`src/ssps_pkg.sv`:
```
// ----------------------------------------------------------------------------
// Shared supply power sequencer package
// Operation and consumer codes, register indexes and field widths.
// ----------------------------------------------------------------------------
package ssps_pkg;

   localparam int DELAY_W = 16;
   localparam int CSR_IDX_W = 3;
   localparam int CSR_DATA_W = 16;
   localparam int CHAN_W = 4;
   localparam int PUMP_N = 2;
   localparam int DOOR_N = 8;
   localparam int WINDOW_N = 16;
   localparam int WATER_N = 16;

   localparam logic [DELAY_W-1:0] DELAY_MAX = '1;

   // Operation codes; the fourth code means nothing and leaves all state alone
   typedef enum logic [1:0] {
      OP_TICK    = 2'd0,
      OP_REQUEST = 2'd1,
      OP_RELEASE = 2'd2
   } op_type;

   typedef enum logic [1:0] {
      KIND_PUMP   = 2'd0,
      KIND_DOOR   = 2'd1,
      KIND_WINDOW = 2'd2,
      KIND_WATER  = 2'd3
   } kind_type;

   typedef enum logic [CSR_IDX_W-1:0] {
      REG_BINDING      = 3'd0,
      REG_ON_DELAY     = 3'd1,
      REG_OFF_DELAY    = 3'd2,
      REG_DOOR_MASK    = 3'd3,
      REG_WINDOW_MASK  = 3'd4,
      REG_WATER_MASK   = 3'd5,
      REG_ACTIVE_LEVEL = 3'd6
   } reg_idx_type;

endpackage

```
`src/shared_supply_power_sequencer.sv`:
```
// ----------------------------------------------------------------------------
// Shared supply power sequencer
// Switches one power output shared by pumps, doors, windows and watering
// channels, with an on-delay countdown and an off-delay after the last user.
//
//   channel | direction | handshake          | payload
//   req     | in        | req_valid/ready    | operation, consumer_kind, channel
//   rsp     | out       | rsp_valid/ready    | remaining_delay, power_on, pin_level
//   csr     | in        | csr_we (no stall)  | csr_index, csr_wdata
//
// One beat is taken every cycle while req_ready is high. A beat is held in
// an input register, then processed in one pass into the result register,
// which offers it. A stalled result register holds the input register, and
// req_ready drops only when both are full. Synchronous reset clears the
// control state, configuration and valid flags; active_level resets to 1.
// ----------------------------------------------------------------------------
module shared_supply_power_sequencer
   import ssps_pkg::*;
(
   input  logic                  clock,
   input  logic                  reset,
   input  logic                  req_valid,
   output logic                  req_ready,
   input  logic [1:0]            req_operation,
   input  logic [1:0]            req_consumer_kind,
   input  logic [CHAN_W-1:0]     req_channel,
   output logic                  rsp_valid,
   input  logic                  rsp_ready,
   output logic [DELAY_W-1:0]    rsp_remaining_delay,
   output logic                  rsp_power_on,
   output logic                  rsp_pin_level,
   input  logic                  csr_we,
   input  logic [CSR_IDX_W-1:0]  csr_index,
   input  logic [CSR_DATA_W-1:0] csr_wdata
);

   // Configuration registers
   logic                binding_ff;
   logic [DELAY_W-1:0]  on_delay_ms_ff;
   logic [DELAY_W-1:0]  off_delay_ms_ff;
   logic [DOOR_N-1:0]   door_mask_ff;
   logic [WINDOW_N-1:0] window_mask_ff;
   logic [WATER_N-1:0]  water_mask_ff;
   logic                active_level_ff;

   // Sequencer state
   logic                power_ff, power_in;
   logic                on_run_ff, on_run_in;
   logic [DELAY_W-1:0]  on_left_ff, on_left_in;
   logic                off_run_ff, off_run_in;
   logic [DELAY_W-1:0]  off_elapsed_ff, off_elapsed_in;
   logic [PUMP_N-1:0]   pumps_ff, pumps_in;
   logic [DOOR_N-1:0]   doors_ff, doors_in;
   logic [WINDOW_N-1:0] windows_ff, windows_in;
   logic [WATER_N-1:0]  water_ff, water_in;

   // Input register
   logic                s1_valid_ff;
   logic [1:0]          s1_op_ff;
   logic [1:0]          s1_kind_ff;
   logic [CHAN_W-1:0]   s1_chan_ff;

   // Result register
   logic                rsp_valid_ff;
   logic [DELAY_W-1:0]  rsp_delay_ff, rsp_delay_in;
   logic                rsp_power_ff;
   logic                rsp_pin_ff;

   logic                advance;
   logic                req_take;

   assign advance   = s1_valid_ff && (!rsp_valid_ff || rsp_ready);
   assign req_ready = !s1_valid_ff || advance;
   assign req_take  = req_valid && req_ready;

   always_ff @(posedge clock) begin
      if (reset) begin
         binding_ff      <= 1'b0;
         on_delay_ms_ff  <= '0;
         off_delay_ms_ff <= '0;
         door_mask_ff    <= '0;
         window_mask_ff  <= '0;
         water_mask_ff   <= '0;
         active_level_ff <= 1'b1;
      end else if (csr_we) begin
         unique case (csr_index)
            REG_BINDING:      binding_ff      <= csr_wdata[0];
            REG_ON_DELAY:     on_delay_ms_ff  <= csr_wdata[DELAY_W-1:0];
            REG_OFF_DELAY:    off_delay_ms_ff <= csr_wdata[DELAY_W-1:0];
            REG_DOOR_MASK:    door_mask_ff    <= csr_wdata[DOOR_N-1:0];
            REG_WINDOW_MASK:  window_mask_ff  <= csr_wdata[WINDOW_N-1:0];
            REG_WATER_MASK:   water_mask_ff   <= csr_wdata[WATER_N-1:0];
            REG_ACTIVE_LEVEL: active_level_ff <= csr_wdata[0];
            default: ;
         endcase
      end
   end

   // One pass over the held beat: tick, request or release; the fourth code changes no state.
   always_comb begin
      logic [DELAY_W-1:0]  hit;
      logic                none_left;
      logic                counted;

      power_in       = power_ff;
      on_run_in      = on_run_ff;
      on_left_in     = on_left_ff;
      off_run_in     = off_run_ff;
      off_elapsed_in = off_elapsed_ff;
      pumps_in       = pumps_ff;
      doors_in       = doors_ff;
      windows_in     = windows_ff;
      water_in       = water_ff;
      rsp_delay_in   = '0;
      hit            = '0;

      unique case (s1_kind_ff)
         KIND_PUMP: begin
            hit = (s1_chan_ff == '0) ? DELAY_W'(1) : DELAY_W'(2);
         end
         KIND_DOOR: begin
            if (!s1_chan_ff[CHAN_W-1]) begin
               hit = DELAY_W'((DOOR_N'(1) << s1_chan_ff[2:0]) & door_mask_ff);
            end
         end
         KIND_WINDOW: begin
            hit = DELAY_W'((WINDOW_N'(1) << s1_chan_ff) & window_mask_ff);
         end
         KIND_WATER: begin
            hit = DELAY_W'((WATER_N'(1) << s1_chan_ff) & water_mask_ff);
         end
      endcase
      counted = binding_ff && (hit != '0);

      unique case (s1_op_ff)
         OP_TICK: begin
            none_left = (pumps_ff == '0) && (doors_ff == '0) &&
                        (windows_ff == '0) && (water_ff == '0);
            if (off_run_ff && binding_ff) begin
               if (off_elapsed_ff != DELAY_MAX) begin
                  off_elapsed_in = off_elapsed_ff + DELAY_W'(1);
               end
               if (off_elapsed_in >= off_delay_ms_ff) begin
                  if (none_left) begin
                     on_run_in  = 1'b0;
                     off_run_in = 1'b0;
                     power_in   = 1'b0;
                  end else begin
                     off_elapsed_in = '0;
                  end
               end
            end
            if (on_run_in) begin
               if (on_left_ff != '0) begin
                  on_left_in = on_left_ff - DELAY_W'(1);
               end
               if (on_left_in == '0) begin
                  on_run_in = 1'b0;
               end
            end
         end
         OP_REQUEST: begin
            none_left = 1'b0;
            if (counted) begin
               power_in   = 1'b1;
               off_run_in = 1'b0;
               if (!on_run_ff) begin
                  on_run_in  = 1'b1;
                  on_left_in = on_delay_ms_ff;
               end
               unique case (s1_kind_ff)
                  KIND_PUMP:   pumps_in   = pumps_ff | hit[PUMP_N-1:0];
                  KIND_DOOR:   doors_in   = doors_ff | hit[DOOR_N-1:0];
                  KIND_WINDOW: windows_in = windows_ff | hit[WINDOW_N-1:0];
                  KIND_WATER:  water_in   = water_ff | hit[WATER_N-1:0];
               endcase
               rsp_delay_in = on_left_in;
            end
         end
         OP_RELEASE: begin
            none_left = 1'b0;
            if (counted) begin
               unique case (s1_kind_ff)
                  KIND_PUMP:   pumps_in   = pumps_ff & ~hit[PUMP_N-1:0];
                  KIND_DOOR:   doors_in   = doors_ff & ~hit[DOOR_N-1:0];
                  KIND_WINDOW: windows_in = windows_ff & ~hit[WINDOW_N-1:0];
                  KIND_WATER:  water_in   = water_ff & ~hit[WATER_N-1:0];
               endcase
               none_left = (pumps_in == '0) && (doors_in == '0) &&
                           (windows_in == '0) && (water_in == '0);
               if (none_left && !off_run_ff && power_ff) begin
                  on_run_in      = 1'b0;
                  off_run_in     = 1'b1;
                  off_elapsed_in = '0;
               end
            end
         end
         default: begin
            none_left = 1'b0;
         end
      endcase
   end

   always_ff @(posedge clock) begin
      if (reset) begin
         power_ff       <= 1'b0;
         on_run_ff      <= 1'b0;
         on_left_ff     <= '0;
         off_run_ff     <= 1'b0;
         off_elapsed_ff <= '0;
         pumps_ff       <= '0;
         doors_ff       <= '0;
         windows_ff     <= '0;
         water_ff       <= '0;
      end else if (advance) begin
         power_ff       <= power_in;
         on_run_ff      <= on_run_in;
         on_left_ff     <= on_left_in;
         off_run_ff     <= off_run_in;
         off_elapsed_ff <= off_elapsed_in;
         pumps_ff       <= pumps_in;
         doors_ff       <= doors_in;
         windows_ff     <= windows_in;
         water_ff       <= water_in;
      end
   end

   always_ff @(posedge clock) begin
      if (reset) begin
         s1_valid_ff  <= 1'b0;
         rsp_valid_ff <= 1'b0;
      end else begin
         if (req_take) begin
            s1_valid_ff <= 1'b1;
         end else if (advance) begin
            s1_valid_ff <= 1'b0;
         end
         if (advance) begin
            rsp_valid_ff <= 1'b1;
         end else if (rsp_ready) begin
            rsp_valid_ff <= 1'b0;
         end
      end
   end

   always_ff @(posedge clock) begin
      if (req_take) begin
         s1_op_ff   <= req_operation;
         s1_kind_ff <= req_consumer_kind;
         s1_chan_ff <= req_channel;
      end
      if (advance) begin
         rsp_delay_ff <= rsp_delay_in;
         rsp_power_ff <= power_in;
         rsp_pin_ff   <= power_in ? active_level_ff : !active_level_ff;
      end
   end

   assign rsp_valid           = rsp_valid_ff;
   assign rsp_remaining_delay = rsp_delay_ff;
   assign rsp_power_on        = rsp_power_ff;
   assign rsp_pin_level       = rsp_pin_ff;

endmodule
```
`config.mk`:
```
export PLATFORM = sky130hd
export DESIGN_NAME = shared_supply_power_sequencer
export DESIGN_NICKNAME = d
export VERILOG_FILES = /design/src/ssps_pkg.sv /design/src/shared_supply_power_sequencer.sv
export SDC_FILE = /design/constraint.sdc
export NUM_CORES = 1
export LEC_CHECK = 0
export ABC_CLOCK_PERIOD_IN_PS = 3600
export BUFFER_PORTS_ARGS = -buffer_cell sky130_fd_sc_hd__buf_2
export CAP_MARGIN = 15
export CORE_MARGIN = 2
export CORE_UTILIZATION = 58
export CTS_BUF_LIST = sky130_fd_sc_hd__clkbuf_2
export DETAILED_ROUTE_END_ITERATION = 8
export PLACE_DENSITY_LB_ADDON = 0.15
export SETUP_SLACK_MARGIN = 0.5
export SLEW_MARGIN = 5
export SYNTH_ARGS = -nofsm -noshare
export SYNTH_HDL_FRONTEND = slang
export SYNTH_SLANG_ARGS = --single-unit
```
`constraint.sdc`:
```
create_clock -name clock -period 3.6 [get_ports clock]
set_input_delay 0.9 -clock clock [delete_from_list [all_inputs] [get_ports clock]]
set_output_delay 0.9 -clock clock [all_outputs]
set_load 0.1 [all_outputs]
```
After elaboration in Yosys (flattened, before gate mapping)
Cells that the tools add are included.

Input bits: 32. Word-level logic and storage cells: 195. Bits in registers: 179. Output and inout bits: 20.

Reduce and logical (&&, ||, !) cells: 55. Eq/ne operators: 23. Add/sub/neg operators: 2. Bitwise gates (word level): 14. Order comparisons: 1. Muxes and demuxes: 74. Shift-type cells: 2.

Operators by type and width (count): 16-bit two-way mux (27); 16-bit case mux with 2 select lines (4); 16-bit zero test (5); 16-bit bitwise AND (4); 16-bit case mux with 4 select lines (1); 8-bit two-way mux (6); 16-bit OR (2); 16-bit nonzero test (2); 5-bit AND reduction (6); 1-bit two-way mux (24); 2-bit != test, second input constant (11); 16-bit by 1-bit adder with 16-bit output, second input constant (1); 16-bit by 8-bit bitwise AND with 16-bit output (1); 16-bit greater-or-equal comparator (1); 8-bit zero test (2); 16-bit != test, second input constant (1); 16-bit inverter (1); 8-bit case mux with 2 select lines (1); 2-bit AND reduction (8); 1-bit by 3-bit << shifter with 16-bit output, first input constant (1); 1-bit by 4-bit << shifter with 16-bit output, first input constant (1); 16-bit by 1-bit subtractor with 16-bit output, second input constant (1); 2-bit two-way mux (7); 1-bit logical AND (12); other kinds (23) (41).

Depth between registers and ports, before layout
Depth in word-level cells: 18. Gate-level depth with buffers: 18. Gate-level depth less buffers: 17.

Least setup slack after synthesis
No wires, ideal clock.

Path type: reg-to-reg. From: reg off_elapsed_ff[0]. To: reg on_left_ff[4]. Data required time: 3481 ps. Stages on the path, launching flop included: 17. Clock period less this slack: 3398 ps. Buffers on the path: 1. Setup slack: 202 ps. Data arrival time: 3279 ps. Cells stage by stage: dfxtp_1 ha_1 and3_1 nand4_1 nor2_1 or2_2 or3_1 nand2_1 ha_1 a21o_1 a22oi_1 nand2_1 o211ai_1 and3b_1 o22ai_2 buf_2 o221a_2.

Longest elaborated chain between the ends: 10.

Ends and longest elaborated chain: from (decl) (line shared_supply_power_sequencer.sv:51) `logic [DELAY_W-1:0] off_elapsed_ff, off_elapsed_in;`; from (signal assigned) (line shared_supply_power_sequencer.sv:220) `off_elapsed_ff <= off_elapsed_in;`; 16-bit by 1-bit adder with 16-bit output / 16-bit != test (equally long branches) (line shared_supply_power_sequencer.sv:141, shared_supply_power_sequencer.sv:140); 16-bit two-way mux * (line shared_supply_power_sequencer.sv:140) `if (off_elapsed_ff != DELAY_MAX) begin`; 16-bit two-way mux * (line shared_supply_power_sequencer.sv:139) `if (off_run_ff && binding_ff) begin`; 16-bit two-way mux * (line shared_supply_power_sequencer.sv:135) `unique case (s1_op_ff)`; 16-bit greater-or-equal comparator * (line shared_supply_power_sequencer.sv:143) `if (off_elapsed_in >= off_delay_ms_ff) begin`; 1-bit two-way mux * (line shared_supply_power_sequencer.sv:143); 1-bit two-way mux * (line shared_supply_power_sequencer.sv:139); 1-bit two-way mux * (line shared_supply_power_sequencer.sv:135); 2-bit != test (no source line) *; 4-bit AND reduction (no source line) *; to (signal assigned) (line shared_supply_power_sequencer.sv:218) `on_left_ff <= on_left_in;`; to (decl) (line shared_supply_power_sequencer.sv:49) `logic [DELAY_W-1:0] on_left_ff, on_left_in;`.

Every way passes the cells marked *; elsewhere a longest branch is shown, timed or not. The select of a mux whose other input is x is not followed. A chain may end at the register's enable or synchronous reset.

Final worst setup path
From: reg off_elapsed_ff[1]. To: reg on_left_ff[3].

Same word-level chain as after synthesis.

==> impl_metrics.env <==
export IMPL_outcome="finished with violations"
export IMPL_failed_checks="design-rule violations, negative setup slack"
export IMPL_core_sq_um=16600
export IMPL_cp_cell_sequence="ha_4 -> and3_4 -> nand4_1 -> nor2_4 -> nor2b_4 -> nand2_2 -> or2_2 -> nand2_1 -> ha_1 -> and3_4 -> a22oi_2 -> nand2_1 -> o211ai_1 -> and3b_2 -> o22ai_4 -> buf_12 -> buf_6 -> o221a_2"
export IMPL_crit_required_ps=4300
export IMPL_start_util=0.592
export IMPL_r2r_slack_ps=-70
export IMPL_power_density_nw_per_um2=324
export IMPL_routed_wirelength_um=32300
export IMPL_clk_path_buf_depth=2
export IMPL_clock_sinks=179
export IMPL_worstMarginPinSlew_ps=1100
export IMPL_cp_arrival_ps=4370
export IMPL_worstSkewPairLatency_ps=790
export IMPL_stdcell_count=1524
export IMPL_drive_above_1_share=0.197
export IMPL_syn_inst=1206
export IMPL_synth_top_cell_area_share=0.312
export IMPL_grt_pass1_vias=9124
export IMPL_fp_row_count=47
export IMPL_max_cap_violations=0
export IMPL_yosysUniqueCellTypes=89
export IMPL_drt_initial_drc_count=1103
export IMPL_final_common_cell="nand2_1"
export IMPL_antenna_found_initial=1
export IMPL_placed_cells=1464
export IMPL_setup_tns_ps=-224
export IMPL_critPathCaptureType="flop"
export IMPL_cts_tree="done"
export IMPL_synth_nets=1260
export IMPL_rr_worst_depth=18
export IMPL_synth_seq_cells=179
export IMPL_port_buffers=51
export IMPL_rsz0062_at_grt="yes"
export IMPL_cts_hold_buf=0
export IMPL_cp_max_fo=8
export IMPL_leakagePower_uw=0.00405
export IMPL_holdWs_ps=256
export IMPL_ir_drop_uv=359
export IMPL_syn_area_sq_um=9820
export IMPL_synth_top_area_cell="dfxtp_1"
export IMPL_final_max_slew_viol_count=0
export IMPL_slowest_stage="dfxtp_4"
export IMPL_ios=52
export IMPL_fmax_ghz=0.273
export IMPL_finalWeightedCongestion=1.05
export IMPL_die_h_um=134
export IMPL_hold_class="input pin to flop"
export IMPL_dp_slack_ps=-81.4
export IMPL_synthToLayoutAreaGrowth_pct=16.0
export IMPL_post_drt_wl_per_cell_um=21.2
export IMPL_synthTopCellsByArea="dfxtp_1, nand2_1, edfxtp_1"
export IMPL_yosysWarnings=0
export IMPL_crit_type="flop to flop"
export IMPL_numCtsBuffers=17
export IMPL_slew_headroom=0.246
export IMPL_synth_flop_cell="dfxtp_1"
export IMPL_grt_max_degree=88
export IMPL_vias=9944
export IMPL_async_flop_share=0
export IMPL_start_kind="flop"
export IMPL_root_buffer="clkbuf_2"
export IMPL_ys_seq_area_frac=0.391
export IMPL_fill_cells=1402
export IMPL_finalNetCount=1344
export IMPL_final_cell_mix="nand2_1, dfxtp_1, a21oi_1, nor2_1, buf_4"
export IMPL_gr_total_overflow=0
export IMPL_fin_worst_skew_ps=25.8
export IMPL_synth_edff_count=26
export IMPL_timing_rr_start="off_elapsed_ff[1]"
export IMPL_slowest_delay_ps=420
export IMPL_htree_levels=4
export IMPL_routed_via_density=6.52
export IMPL_startpoint="off_elapsed_ff[1]"
export IMPL_critPathCapture="on_left_ff[3]"
export IMPL_clk_pin_slew_ps=260
export IMPL_power_uw=3700
export IMPL_fp_dieW_um=134
export IMPL_gr_usage_all_layers=0.355
export IMPL_grt_first_pass_wirelength_um=49400
export IMPL_hold_viol=0
export IMPL_first_pass_iters=8
export IMPL_avgSynthCellArea_sq_um=8.14
export IMPL_post_dp_hpwl_um=22800
export IMPL_fin_crit_sh=1.02
export IMPL_antenna_violating_nets_post_route=0
export IMPL_post_route_min_period_ps=3670
export IMPL_die_area_sq_um=18000
export IMPL_drc=1
export IMPL_worst_slack_ps=-65.7
export IMPL_reg2reg_to="on_left_ff[3]"
export IMPL_setup_viol=7
==> synth_stat cells (9+ instances only) <==
library cell	instances
nor2_1	77
o21ai_0	55
nand3b_1	14
buf_2	12
buf_4	9
clkbuf_1	39
edfxtp_1	26
a21oi_1	119
or3_1	11
nand2b_1	15
dfxtp_1	153
o32ai_1	10
nor4_1	22
ha_1	22
o41ai_1	11
nand2_1	221
o31ai_1	16
nand3_1	31
o211ai_1	19
and3_1	13
inv_1	44
nand4_1	18
a22o_1	10
mux2i_1	26
nor3_1	24
a21o_1	12
nor2b_1	11
a31oi_1	10
==> through the flow <==
stage / utilization / area (sq um)
after CTS: 0.670 / 11100
after global placement: 0.634 / 10500
after floorplan: - / 9890
final: 0.687 / 11400
after detailed placement: 0.634 / 10500
after global routing: 0.687 / 11400
==> report_power, final <==
group	internal [uW]	switching [uW]
clock	401	729
combinational	137	337
sequential	2070	26.5
==> flip-flops by register name, summed over array words and instances, names as in the netlist, 8 cells and up <==
register and count:
rsp_remaining_delay 16, water_mask_ff 16, window_mask_ff 16, on_delay_ms_ff 16
windows_ff 16, door_mask_ff 8, doors_ff 8, on_left_ff 16
water_ff 16, off_elapsed_ff 16, off_delay_ms_ff 16
==> final cells by class <==
cell class	count	area, sq um	share of cell area
Timing Repair Buffer	136	1040	0.0913
Tap cell	220	275	0.0242
Antenna cell	1	2.50	0.000220
Clock buffer	20	100	0.00879
Multi-Input combinational cell	911	5800	0.509
Clock inverter	12	153	0.0134
Sequential cell	179	3850	0.338
Inverter	45	169	0.0148
==> worst max-delay path: cells and delay by family (launching register included) <==
| family | cells | cell delay, ps |
|---|---|---|
| adder cells (fa/ha/maj) | 2 | 420 |
| AO/OA/AOI/OAI | 4 | 760 |
| AND/OR/NAND/NOR | 10 | 1600 |
| flip-flops | 1 | 420 |
| buffers and inverters | 2 | 340 |
==> routing by layer <==
metal  global-route usage  wire length, um
met2                0.577            14800
met4                0.223             2290
met5                    0                0
met3               0.0639             2370
met1                0.439            12900
==> kinds of logic after synthesis <==
logic type               count (synthesis)  synth area share
AND/OR/NAND/NOR                        510             0.255
buffers and inverters                  117            0.0558
AO/OA/AOI/OAI                          337             0.228
XOR/XNOR                                 8           0.00713
flip-flops                             179             0.391
multiplexers                            33            0.0345
adder cells (fa/ha/maj)                 22            0.0280
==> worst min-delay path by stage <==
stage	startpoint	to	slack (ps)	cells after the start
floorplan	window_mask_ff[11]	window_mask_ff[11]	430	2
global placement	water_mask_ff[6]	water_mask_ff[6]	440	2
detailed placement	water_mask_ff[6]	water_mask_ff[6]	450	2
CTS	req_operation[1]	s1_op_ff[1]	240	1
global route	req_operation[0]	s1_op_ff[0]	180	1
finish	req_operation[1]	s1_op_ff[1]	260	1
==> timing repair <==
action | CTS | global route
setup buffers | 17 | 8
pin swaps | 17 | 27
setup endpoints to repair | 50 | 93
gates resized for setup | 36 | 47
gates cloned | 2 | 0
Power figures use the tool's default switching activity.
